`src/hw/rtl/qdec_pkg.sv`:
```
// Shared types, command codes and the quadrature step decode for the dual decoder.
`timescale 1ns / 1ps

package qdec_pkg;

   // Command carried in the request tuser field.
   typedef enum logic [1:0] {
      CMD_PIN    = 2'd0,
      CMD_SAMPLE = 2'd1,
      CMD_CLEAR  = 2'd2,
      CMD_INIT   = 2'd3
   } cmd_type;

   // Direction of one decoded quadrature step.
   typedef enum logic [1:0] {
      DIR_NONE = 2'b00,
      DIR_UP   = 2'b01,
      DIR_DOWN = 2'b10
   } dir_type;

   // Per-channel control that the top level hands to each channel.
   typedef struct packed {
      logic       advance;
      cmd_type    cmd;
      logic       hit;
      logic [1:0] ab;
      logic       invert;
   } chan_ctrl_type;

   // Configuration register indexes.
   localparam logic CSR_LEFT_INVERT  = 1'b0;
   localparam logic CSR_RIGHT_INVERT = 1'b1;

   // Widths of the result fields and the packed channels.
   localparam int unsigned OUT_W      = 32;
   localparam int unsigned REQ_DATA_W = 8;
   localparam int unsigned RSP_DATA_W = 4 * OUT_W;

   // 4x decode: index is the previous AB pair over the current AB pair.
   // A state that does not change, or that jumps over two states, gives no step.
   function automatic dir_type step_dir(input logic [3:0] idx);
      dir_type dir;
      case (idx)
         4'b0010, 4'b0100, 4'b1011, 4'b1101: dir = DIR_UP;
         4'b0001, 4'b0111, 4'b1000, 4'b1110: dir = DIR_DOWN;
         default: dir = DIR_NONE;
      endcase
      return dir;
   endfunction

endpackage

```
`src/hw/rtl/qdec_chan.sv`:
```
// One decoder channel: previous pin levels, saturating position and sampled rate.
`timescale 1ns / 1ps

module qdec_chan #(
   parameter int unsigned COUNT_WIDTH = 32
) (
   input  logic                                 clock,
   input  logic                                 reset,
   input  qdec_pkg::chan_ctrl_type              ctrl,
   output logic signed [qdec_pkg::OUT_W-1:0]    position,
   output logic signed [qdec_pkg::OUT_W-1:0]    rate
);

   localparam int unsigned EXT_W = COUNT_WIDTH + qdec_pkg::OUT_W;
   localparam logic signed [COUNT_WIDTH-1:0] CNT_MAX = {1'b0, {(COUNT_WIDTH-1){1'b1}}};
   localparam logic signed [COUNT_WIDTH-1:0] CNT_MIN = {1'b1, {(COUNT_WIDTH-1){1'b0}}};
   localparam logic signed [COUNT_WIDTH-1:0] CNT_ONE = COUNT_WIDTH'(1);

   logic [1:0]                    prev_ab_ff, prev_ab_in;
   logic signed [COUNT_WIDTH-1:0] count_ff, count_in;
   logic signed [COUNT_WIDTH-1:0] speed_ff, speed_in;
   logic signed [COUNT_WIDTH-1:0] last_ff, last_in;
   logic signed [COUNT_WIDTH:0]   diff;
   logic signed [COUNT_WIDTH-1:0] diff_sat;
   qdec_pkg::dir_type             dir;
   logic                          step_up, step_down;
   logic signed [EXT_W-1:0]       pos_ext, rate_ext;

   // Decode the step and apply the channel's direction setting.
   always_comb begin
      dir       = qdec_pkg::step_dir({prev_ab_ff, ctrl.ab});
      step_up   = ctrl.invert ? (dir == qdec_pkg::DIR_DOWN) : (dir == qdec_pkg::DIR_UP);
      step_down = ctrl.invert ? (dir == qdec_pkg::DIR_UP) : (dir == qdec_pkg::DIR_DOWN);
   end

   // Position minus last sample, one bit wider, clamped to the count range.
   always_comb begin
      diff = {count_ff[COUNT_WIDTH-1], count_ff} - {last_ff[COUNT_WIDTH-1], last_ff};
      if (diff[COUNT_WIDTH] != diff[COUNT_WIDTH-1]) begin
         diff_sat = diff[COUNT_WIDTH] ? CNT_MIN : CNT_MAX;
      end else begin
         diff_sat = diff[COUNT_WIDTH-1:0];
      end
   end

   // Next state for the item at hand.
   always_comb begin
      prev_ab_in = prev_ab_ff;
      count_in   = count_ff;
      speed_in   = speed_ff;
      last_in    = last_ff;
      case (ctrl.cmd)
         qdec_pkg::CMD_PIN: begin
            if (ctrl.hit) begin
               prev_ab_in = ctrl.ab;
               if (step_up && count_ff != CNT_MAX) begin
                  count_in = count_ff + CNT_ONE;
               end else if (step_down && count_ff != CNT_MIN) begin
                  count_in = count_ff - CNT_ONE;
               end
            end
         end
         qdec_pkg::CMD_SAMPLE: begin
            speed_in = diff_sat;
            last_in  = count_ff;
         end
         qdec_pkg::CMD_CLEAR: begin
            count_in = '0;
            speed_in = '0;
            last_in  = '0;
         end
         qdec_pkg::CMD_INIT: begin
            count_in   = '0;
            speed_in   = '0;
            last_in    = '0;
            prev_ab_in = ctrl.ab;
         end
         default: begin
            prev_ab_in = prev_ab_ff;
         end
      endcase
   end

   // Channel state moves only when an item is processed.
   always_ff @(posedge clock) begin
      if (reset) begin
         prev_ab_ff <= '0;
         count_ff   <= '0;
         speed_ff   <= '0;
         last_ff    <= '0;
      end else if (ctrl.advance) begin
         prev_ab_ff <= prev_ab_in;
         count_ff   <= count_in;
         speed_ff   <= speed_in;
         last_ff    <= last_in;
      end
   end

   // Results are the low bits of the sign-extended updated values.
   assign pos_ext  = EXT_W'(count_in);
   assign rate_ext = EXT_W'(speed_in);
   assign position = pos_ext[qdec_pkg::OUT_W-1:0];
   assign rate     = rate_ext[qdec_pkg::OUT_W-1:0];

endmodule

```
`src/hw/rtl/dual_quadrature_decoder_top.sv`:
```
// Top level of the two-channel 4x quadrature decoder.
// An accepted item waits in the input register until the result register is free or read.
// Throughput: one item per cycle unless stalled; the input register feeds both channels and the
// result register in a single pass, and a full, unread result register stalls req_tready.
// Reset: synchronous, active high; clears both valid flags, invert settings,
// previous pin levels, positions, rates and last samples.
`timescale 1ns / 1ps

module dual_quadrature_decoder_top #(
   parameter int unsigned COUNT_WIDTH = 32
) (
   input  logic                                clock,
   input  logic                                reset,
   // Request channel.
   input  logic                                req_tvalid,
   output logic                                req_tready,
   // tdata from bit 0: left_ab[1:0], right_ab[3:2], left_edge[4], right_edge[5], zero fill.
   input  logic [qdec_pkg::REQ_DATA_W-1:0]     req_tdata,
   // tuser: cmd[1:0].
   input  logic [1:0]                          req_tuser,
   // Result channel.
   output logic                                rsp_tvalid,
   input  logic                                rsp_tready,
   // tdata from bit 0: left_position[31:0], right_position[63:32],
   // left_rate[95:64], right_rate[127:96].
   output logic [qdec_pkg::RSP_DATA_W-1:0]     rsp_tdata,
   // Configuration writes: index 0 left_invert, index 1 right_invert.
   input  logic                                csr_we,
   input  logic                                csr_index,
   input  logic                                csr_wdata
);

   localparam int unsigned W = qdec_pkg::OUT_W;

   logic                  item_valid_ff;
   qdec_pkg::cmd_type     cmd_ff;
   logic [1:0]            left_ab_ff, right_ab_ff;
   logic                  left_edge_ff, right_edge_ff;
   logic                  left_invert_ff, right_invert_ff;
   logic                  rsp_valid_ff, rsp_valid_in;
   logic [qdec_pkg::RSP_DATA_W-1:0] rsp_data_ff;
   logic                  advance;
   logic                  req_accept;
   qdec_pkg::chan_ctrl_type left_ctrl, right_ctrl;
   logic signed [W-1:0]   left_position, right_position, left_rate, right_rate;

   // Handshake: the held item moves on when the result register is free or being read.
   assign advance    = item_valid_ff && (!rsp_valid_ff || rsp_tready);
   assign req_tready = !item_valid_ff || advance;
   assign req_accept = req_tvalid && req_tready;

   // Invert settings.
   always_ff @(posedge clock) begin
      if (reset) begin
         left_invert_ff  <= 1'b0;
         right_invert_ff <= 1'b0;
      end else if (csr_we) begin
         if (csr_index == qdec_pkg::CSR_LEFT_INVERT) begin
            left_invert_ff <= csr_wdata;
         end else begin
            right_invert_ff <= csr_wdata;
         end
      end
   end

   // Input register.
   always_ff @(posedge clock) begin
      if (reset) begin
         item_valid_ff <= 1'b0;
      end else if (req_tready) begin
         item_valid_ff <= req_tvalid;
      end
   end

   always_ff @(posedge clock) begin
      if (req_accept) begin
         cmd_ff        <= qdec_pkg::cmd_type'(req_tuser);
         left_ab_ff    <= req_tdata[1:0];
         right_ab_ff   <= req_tdata[3:2];
         left_edge_ff  <= req_tdata[4];
         right_edge_ff <= req_tdata[5];
      end
   end

   // Channel controls.
   always_comb begin
      left_ctrl.advance  = advance;
      left_ctrl.cmd      = cmd_ff;
      left_ctrl.hit      = left_edge_ff;
      left_ctrl.ab       = left_ab_ff;
      left_ctrl.invert   = left_invert_ff;
      right_ctrl.advance = advance;
      right_ctrl.cmd     = cmd_ff;
      right_ctrl.hit     = right_edge_ff;
      right_ctrl.ab      = right_ab_ff;
      right_ctrl.invert  = right_invert_ff;
   end

   qdec_chan #(.COUNT_WIDTH(COUNT_WIDTH)) u_left (
      .clock    (clock),
      .reset    (reset),
      .ctrl     (left_ctrl),
      .position (left_position),
      .rate     (left_rate)
   );

   qdec_chan #(.COUNT_WIDTH(COUNT_WIDTH)) u_right (
      .clock    (clock),
      .reset    (reset),
      .ctrl     (right_ctrl),
      .position (right_position),
      .rate     (right_rate)
   );

   // Result register.
   always_comb begin
      rsp_valid_in = rsp_valid_ff && !rsp_tready;
      if (advance) begin
         rsp_valid_in = 1'b1;
      end
   end

   always_ff @(posedge clock) begin
      if (reset) begin
         rsp_valid_ff <= 1'b0;
      end else begin
         rsp_valid_ff <= rsp_valid_in;
      end
   end

   always_ff @(posedge clock) begin
      if (advance) begin
         rsp_data_ff <= {right_rate, left_rate, right_position, left_position};
      end
   end

   assign rsp_tvalid = rsp_valid_ff;
   assign rsp_tdata  = rsp_data_ff;

endmodule

```
`config.mk`:
```
export PLATFORM = sky130hd
export DESIGN_NAME = dual_quadrature_decoder_top
export DESIGN_NICKNAME = d
export VERILOG_FILES = /design/src/hw/rtl/qdec_pkg.sv /design/src/hw/rtl/qdec_chan.sv /design/src/hw/rtl/dual_quadrature_decoder_top.sv
export SDC_FILE = /design/constraint.sdc
export NUM_CORES = 1
export LEC_CHECK = 0
export BUFFER_PORTS_ARGS = -buffer_cell sky130_fd_sc_hd__buf_2
export CORE_MARGIN = 2
export CORE_UTILIZATION = 59
export CTS_BUF_LIST = sky130_fd_sc_hd__clkbuf_8 sky130_fd_sc_hd__clkbuf_16
export DETAILED_ROUTE_END_ITERATION = 16
export PLACE_DENSITY = 0.78
export SLEW_MARGIN = 25
export SYNTH_ARGS = -nofsm -noshare
export SYNTH_HDL_FRONTEND = slang
export SYNTH_SLANG_ARGS = --single-unit
```
`constraint.sdc`:
```
create_clock -name clock -period 7.14 [get_ports clock]
set_clock_uncertainty 0.05 [all_clocks]
set_input_delay 1.428 -clock clock [delete_from_list [all_inputs] [get_ports clock]]
set_output_delay 1.428 -clock clock [all_outputs]
set_load 0.01 [all_outputs]
```
==> metrics.md, run 1 <==
| Metric | Value |
|---|---|
| Startpoint types | flip-flop |
| F_max | 226 MHz |
| Critical path's top delay family | compound AO/OA/AOI/OAI gates |
| CP cell instances | inv_1 -> ha_1 -> inv_1 -> fa_1 -> a211oi_1 -> o211a_1 -> nor4_1 -> nor4b_1 -> o21ai_0 -> a21oi_1 -> nand2_1 -> nand3_1 -> o21ai_0 |
| Max Transition Viols Final | 0 |
| Routed wire length | 49.6 mm |
| Worst path required time | 7300 ps |
| Worst path bufs/invs | 2 |
| Via count | about 17000 |
| Starting DRT DRC Count | 1537 |
| Post-Synthesis Net Count | approximately 2300 |
| Post-Syn Area | 19500 sq um |
| Final Cycle Share | 61.9% |
| Max layer used | met4 |
| Clock-pin slew on the worst setup and hold paths | 60 ps |
| Type of the tightest min-delay check | flip-flop to flip-flop |
| WL met3 | 4.09 mm |
| Total core area | between 30000 and 40000 sq um |
| Vias in the first global route | 15300 |
| Initial Util | between 50% and 60% |
| RePlAce Congestion | 0.932 |
| Post-route DRC | 0 |
| Synth warn | 0 |
| Worst-margin pin slew | 1050 ps |
| Mapped Cells | between 2000 and 2500 |
| Netlist cell types | 99 |
| Port Buffer Count | 144 |
| Antenna violations before repair | 0 |
| Peak supply drop | roughly 0.18 mV |
| Post-synth EDFFs | 136 |
| Ratio of cells with drive above 1 in the final layout | 12.0% |
| Hold Crit Start | u_left.speed_ff[2] |
| Pre-antenna DRT Iters | 6 |
| WHS Path Cells | 2 |
| Vias per inst | approximately 6.2 |
| Global-route usage over all layers | 28.5% |
| DP Wirelength | 34.4 mm |
| Post-synth top flop | dfxtp_1 |
| Slew margin rel. | 29.8% |
| CP max stage cell | nand3_1 |
| Pwr dens | 220 nW/um^2 |
| CTS Buffer Depth | 3 |
| FFs w/ async S/R, synth | 0% |
| Post-CTS resize count | 0 |
| Setup tns final | 0 ps |
| Total CTS buffers | 35 |
| Met2 routed wirelength | 21.0 mm |
| Postcts setup bufs | 0 |
| Setup CP Type | flip-flop to flip-flop |
| First-pass GRT wire length | 79.6 mm |
| RSZ-0062 raised after global routing | false |
| Register area share after synthesis | 41.6% |
| Met1 WL | around 24 mm |
| # H-tree levels | 2 |
| Fin. Hold Viols | 0 |
| Worst reg2reg path depth | 13 |
| IO Count | roughly 150 |
| Core Rows | 66 |
| Die height | 186 microns |
| Leak Pwr | 8.32 nW |
| Crit-path max FO | 26 |
| Synthesis-stage register bit count | 336 |
| Max cap viols | 0 |
| FILL cells | 2779 |
| Diodes inserted | 0 |
| WL/cell | 18.1 microns |
| Syn Area/Cell | 8.65 sq um |
| CP arrival | between 4000 and 5000 ps |
| Largest stage delay, worst path | 630 ps |
| DRT antenna net count | 0 |
| Die Area | 34500 sq um |
| Clock Latency Late Sink | 520 ps |
| Tmin final | between 4000 and 5000 ps |
| Area growth syn-to-layout | 9.66% |
| Clock Tree Root | clkbuf_16 |
| Tot Pwr | 4.70 mW |
| Largest net degree at the start of global routing | 95 |
| Hold EP | u_left.speed_ff[2] |
| CP endpoint kind | flip-flop |
| Final nets | between 2000 and 2500 |
| Status | complete, no violations |
| Die width | 186 microns |
| Reg-to-reg endpoint | rsp_tdata[80] |
| R2R setup slack | between 2000 and 3000 ps |
| Clk sinks | 336 |
| CTS tree | yes |
| Total gr overflow | 0 |
| Hold Buf Count CTS | 0 |
| Setup-failing EPs final | 0 |
| FF-to-FF Start | u_left.count_ff[0] |
-- logic make-up (layout without fill, tap and decap cells) --
family          after synthesis  in the layout  synth area share (%)
flops                       336            336                  41.6
xor+xnor                    123            123                  5.54
compound gates              626            626                  21.8
simple gates                829            829                  20.7
fa+ha+maj                    72             72                  4.71
mux                           3              3                 0.180
buf+inv                     260            311                  5.51
-- per-layer routing --
metal  vias up  global-route usage (%)
li1       8148                       -
met1      8055                    43.4
met2       676                    41.5
met3        66                    5.01
met4         0                    7.87
met5         -                       0
-- layout make-up --
type / instances / area [sq um] / area share (%)
well taps: 442 / 553 / 2.59
multi-input cells: 1653 / 10400 / 48.5
clock inverters: 24 / 208 / 0.973
repair buffers: 156 / 830 / 3.89
inverters: 91 / 347 / 1.62
flip-flops and latches: 336 / 8090 / 37.9
clock buffers: 40 / 956 / 4.48
-- power breakdown --
| part | switching [mW] | internal, mW |
|---|---|---|
| Combinational | 0.500 | 0.267 |
| Clock | 0.752 | 1.07 |
| Sequential | 0.0339 | 2.08 |
| Total | 1.29 | 3.42 |
-- cells in the mapped netlist, types with 17 or more instances --
cell      instances  area (sq um)
a22oi_1          93           698
inv_1            89           334
nor2b_1          17           106
nand4_1          35           219
edfxtp_1        136          4080
clkbuf_1        116           435
buf_2            31           155
xnor2_1          77           674
a21oi_1         122           611
a22o_1           71           622
nand3_1          56           280
ha_1             70           876
o21a_1           19           143
xor2_1           46           403
nor3_1           44           220
nand2_1         210           788
dfxtp_1         200          4000
o21ai_1          21           105
and3_1           17           106
a21o_1           35           263
or3_1            20           125
o21ai_0         134           671
nand2b_1         22           138
nor2_1          306          1150
nor4_1           25           156
-- stage by stage --
step | hold slack, ps | setup WS (ps) | area [sq um] | util (%) | cells
2_1_floorplan | 375 | 462 | 19500 | - | 2249
5_1_grt | 424 | 2370 | 21300 | 65.6 | 2742
6_report | 404 | 2720 | 21300 | 65.6 | 2742
4_1_cts | 405 | 2590 | 21300 | 65.6 | 2742
3_5_place_dp | 392 | 2630 | 20200 | 62.0 | 2678
3_3_place_gp | 383 | 2700 | 20200 | 61.9 | 2678
-- state kept, by name (all words and copies together) (netlist names) --
name and count:
rsp_tdata 128, cmd_ff 2, u_left.speed_ff 32, item_valid_ff 1, left_ab_ff 2, u_right.last_ff 32, u_left.prev_ab_ff 2, rsp_tvalid 1
u_right.prev_ab_ff 2, u_left.last_ff 32, u_right.count_ff 32, left_edge_ff 1, right_invert_ff 1, left_invert_ff 1, right_ab_ff 2, u_right.speed_ff 32
u_left.count_ff 32, right_edge_ff 1
-- tightest hold or removal path: cells and delay by family, from the launching register on --
kind | cells | cell delay, ps
flip-flops | 1 | 330
AND/OR/NAND/NOR | 1 | 40
AO/OA/AOI/OAI | 1 | 50
-- how the worst max path moves through the flow --
stage	start	slack, ps	depth (start not counted)	end
detailed placement	u_left.count_ff[0]	2630	13	rsp_tdata[82]
floorplan	rsp_tready	460	9	u_left.count_ff[21]
global route	u_left.count_ff[0]	2370	13	rsp_tdata[78]
finish	u_left.count_ff[0]	2720	13	rsp_tdata[80]
global placement	u_left.count_ff[0]	2700	13	rsp_tdata[82]
CTS	u_left.count_ff[0]	2590	13	rsp_tdata[82]
-- placed cells by master (no fill, tap or decap), types with 20 or more instances in the layout --
cell type	n
a22oi_1	93
ha_1	70
inv_1	99
nor2_1	302
a22o_1	71
a21oi_1	121
buf_2	143
clkbuf_16	36
nand3_1	56
nand2_1	209
dfxtp_1	200
a21o_1	35
o21ai_0	134
nor4_1	25
nand2b_1	21
edfxtp_1	136
xor2_1	46
nor3_1	44
xnor2_1	77
o21ai_1	21
or3_1	20
nand4_1	35
(Power assumes the default switching activity.)
==> inputs of run 2 (changes only) <==
--- a/config.mk
+++ b/config.mk
@@ -7,10 +7,10 @@
 export LEC_CHECK = 0
 export BUFFER_PORTS_ARGS = -buffer_cell sky130_fd_sc_hd__buf_2
 export CORE_MARGIN = 2
-export CORE_UTILIZATION = 59
+export CORE_UTILIZATION = 55
 export CTS_BUF_LIST = sky130_fd_sc_hd__clkbuf_8 sky130_fd_sc_hd__clkbuf_16
 export DETAILED_ROUTE_END_ITERATION = 16
-export PLACE_DENSITY = 0.78
+export PLACE_DENSITY = 0.77
 export SLEW_MARGIN = 25
 export SYNTH_ARGS = -nofsm -noshare
 export SYNTH_HDL_FRONTEND = slang
==> constraint.sdc (replaced) <==
create_clock -name clock -period 3.8 [get_ports clock]
set_clock_uncertainty 0.05 [all_clocks]
set_input_delay 0.76 -clock clock [delete_from_list [all_inputs] [get_ports clock]]
set_output_delay 0.76 -clock clock [all_outputs]
set_load 0.01 [all_outputs]
==> run 2 against run 1 <==
Count of clock-buffer cells in the layout rose by 5; critical path type unchanged; first-iteration DRC count is 8.2% higher; highest routed layer unchanged; design area grew 4.0%; die area is 7.1% higher; via count increased by 1.2%; largest cell class unchanged.
==> metrics.md, run 2 (synthesis results as in run 1) <==
| Metric | Value |
|---|---|
| # H-tree levels | 2 (unchanged) |
| Die height | 192 microns (+3.5%) |
| Clock Latency Late Sink | 540 ps (+20 ps) |
| Max reg flops | 128 (unchanged) |
| Diodes inserted | 0 (unchanged) |
| Peak supply drop | 0.505 mV (+190%) |
| Layout Cells excl Fill | 2842 (+3.6%) |
| Die Area | 36900 sq um (+7.1%) |
| Final worst slack | 229 ps (-2490 ps) |
| CTS tree | yes |
| Setup tns final | 0 ps (unchanged) |
| CTS Buffer Depth | 3 (unchanged) |
| Worst path required time | 4040 ps (-3260 ps) |
| M3 GR Usage | 4.26% (-0.75 points) |
| Worst-margin pin slew | 966 ps (-83.0 ps) |
| Via count | 17100 (+1.2%) |
| Commonest non-fill, non-tap cell in the layout | nor2_1 |
| Vias per inst | 6.03 (-2.4%) |
| Clk sinks | 336 (unchanged) |
| Pwr dens | 417 nW/um^2 (+89%) |
| Startpoint types | flip-flop |
| FILL cells | 2973 (+7.0%) |
| Fin. Hold Viols | 0 (unchanged) |
| Routed wire length | 53.4 mm (+7.6%) |
| Tmin final | 3570 ps (-848 ps) |
| Type of the tightest min-delay check | input pin to flip-flop |
| Total CTS buffers | 38 (+8.6%) |
| Grt peak-use layer | met1 |
| Initial Util | 56.1% (-3.8 points) |
| Grt met2 use | 41.1% (-0.41 points) |
| Area growth syn-to-layout | 14.1% |
| Antenna violations before repair | 0 (unchanged) |
| Sequential Area | 8090 sq um (unchanged) |
| Clock-pin slew on the worst setup and hold paths | 60 ps (about the same) |
| Final nets | 2446 (+3.6%) |
| Setup CP Type | flip-flop to flip-flop |
| RePlAce Congestion | 0.966 (+3.7%) |
| Leak Pwr | 8.83 nW (+6.0%) |
| Largest net degree at the start of global routing | 96 (+1.1%) |
| Most frequent cells in the layout | nor2_1 (303), nand2_1 (209), dfxtp_1 (200), buf_2 (143), edfxtp_1 (136) |
| Ratio of cells with drive above 1 in the final layout | 15.4% (+3.4 points) |
| IO Count | 147 (unchanged) |
| DRT antenna net count | 0 (unchanged) |
| Starting DRT DRC Count | 1663 (+8.2%) |
| First-pass GRT wire length | 84.3 mm (+5.9%) |
| Port Buffer Count | 144 (unchanged) |
| Total core area | 34700 sq um (+6.7%) |
| RSZ-0062 raised after global routing | false |
| CP arrival | 3810 ps (-770 ps) |
| Post-route DRC | 0 (unchanged) |
| F_max | 280 MHz (+24%) |
| Max Transition Viols Final | 0 (unchanged) |
| Dpl cells | 2772 (+3.5%) |
| Postcts setup bufs | 0 (unchanged) |
| Crit-path max FO | 30 (+15%) |
| WL/cell | 18.8 microns (+3.8%) |
| Total gr overflow | 0 (unchanged) |
| Status | complete, no violations |
| Pre-antenna DRT Iters | 6 (unchanged) |
| Die width | 192 microns (+3.5%) |
| Vias in the first global route | 16000 (+4.1%) |
| Footprint of the multi-input gates | 10400 sq um (about the same) |
| Placement Setup Slack | 267 ps (-2360 ps) |
| Max cap viols | 0 (unchanged) |
| DP Wirelength | 38.0 mm (+10%) |
| CP endpoint kind | flip-flop |
| Clock Tree Root | clkbuf_16 |
| Setup-failing EPs final | 0 (unchanged) |
| Final Cycle Share | 94.0% (+32 points) |
| Routing usage on met1 | 43.7% (+0.32 points) |
| Slew margin rel. | 35.3% (+5.6 points) |
| Global-route usage over all layers | 28.5% (about the same) |
| Core Rows | 68 (+3.0%) |
-- run 2: cell count changes in the layout (fill, tap and decap cells not counted), sizes merged --
| cell | before | now |
|---|---|---|
| clkinv | 9 | 11 |
| bufinv | 3 | 2 |
| buf | 156 | 237 |
| inv | 102 | 99 |
| clkinvlp | 1 | 4 |
| clkbuf | 40 | 45 |
-- run 2: power by group --
part           switching (mW)  leakage, nW  internal, mW
registers              0.0576         2.93          3.90
logic                   0.987         5.23         0.576
clock network            1.51        0.658          2.22
total                    2.56         8.83          6.70
-- run 2: repair_timing --
| action | CTS | global route |
|---|---|---|
| setup endpoints to repair | 0 | 30 |
| resized for setup | 0 | 2 |
| hold endpoints to repair | 0 | 0 |
| hold buffers | 0 | 0 |
-- run 2: cell type report --
class	instances	share of cell area [%]
inverters	91	1.56
clock buffers	45	4.97
clock inverters	25	0.885
well taps	455	2.56
flip-flops and latches	336	36.4
multi-input cells	1653	46.6
repair buffers	237	6.96
-- run 2: final timing paths --
| check | startpoint | to | slack, ps | cells after the start |
|---|---|---|---|---|
| max | u_left.count_ff[0] | rsp_tdata[89] | 230 | 15 |
| min | req_tdata[1] | left_ab_ff[1] | 350 | 1 |
| max reg2reg | u_left.count_ff[0] | rsp_tdata[89] | 230 | 15 |
| min reg2reg | u_left.speed_ff[23] | u_left.speed_ff[23] | 400 | 2 |
-- run 2: routing by layer --
metal / routed length (microns) / vias to the layer above / share of wire, %
met5: 0 / - / 0
met4: 1260 / 0 / 2.4
met3: 4520 / 72 / 8.5
met2: 22100 / 693 / 41
met1: 25500 / 8061 / 48
li1: - / 8319 / -
-- run 2: metrics by stage --
stage / area (sq um) / hold slack (ps) / util, % / power [mW]
floorplan: 19500 / 375 / - / 5.11
global placement: 20900 / 383 / 60.2 / 5.53
detailed placement: 20900 / 392 / 60.2 / 5.57
CTS: 22200 / 323 / 63.9 / 9.30
global route: 22200 / 331 / 64.0 / 9.60
finish: 22200 / 345 / 64.0 / 9.26
-- run 2: worst max-delay path: stages (launching register included) --
cell	delay, ps
dfxtp_1	330
inv_1	100
ha_1	210
inv_1	70
fa_1	250
a211oi_2	100
o211a_1	280
nor4_1	380
nor4b_1	100
buf_4	160
o21ai_0	410
a21oi_2	90
nand2b_1	200
buf_12	170
o21bai_1	200
a22o_1	210
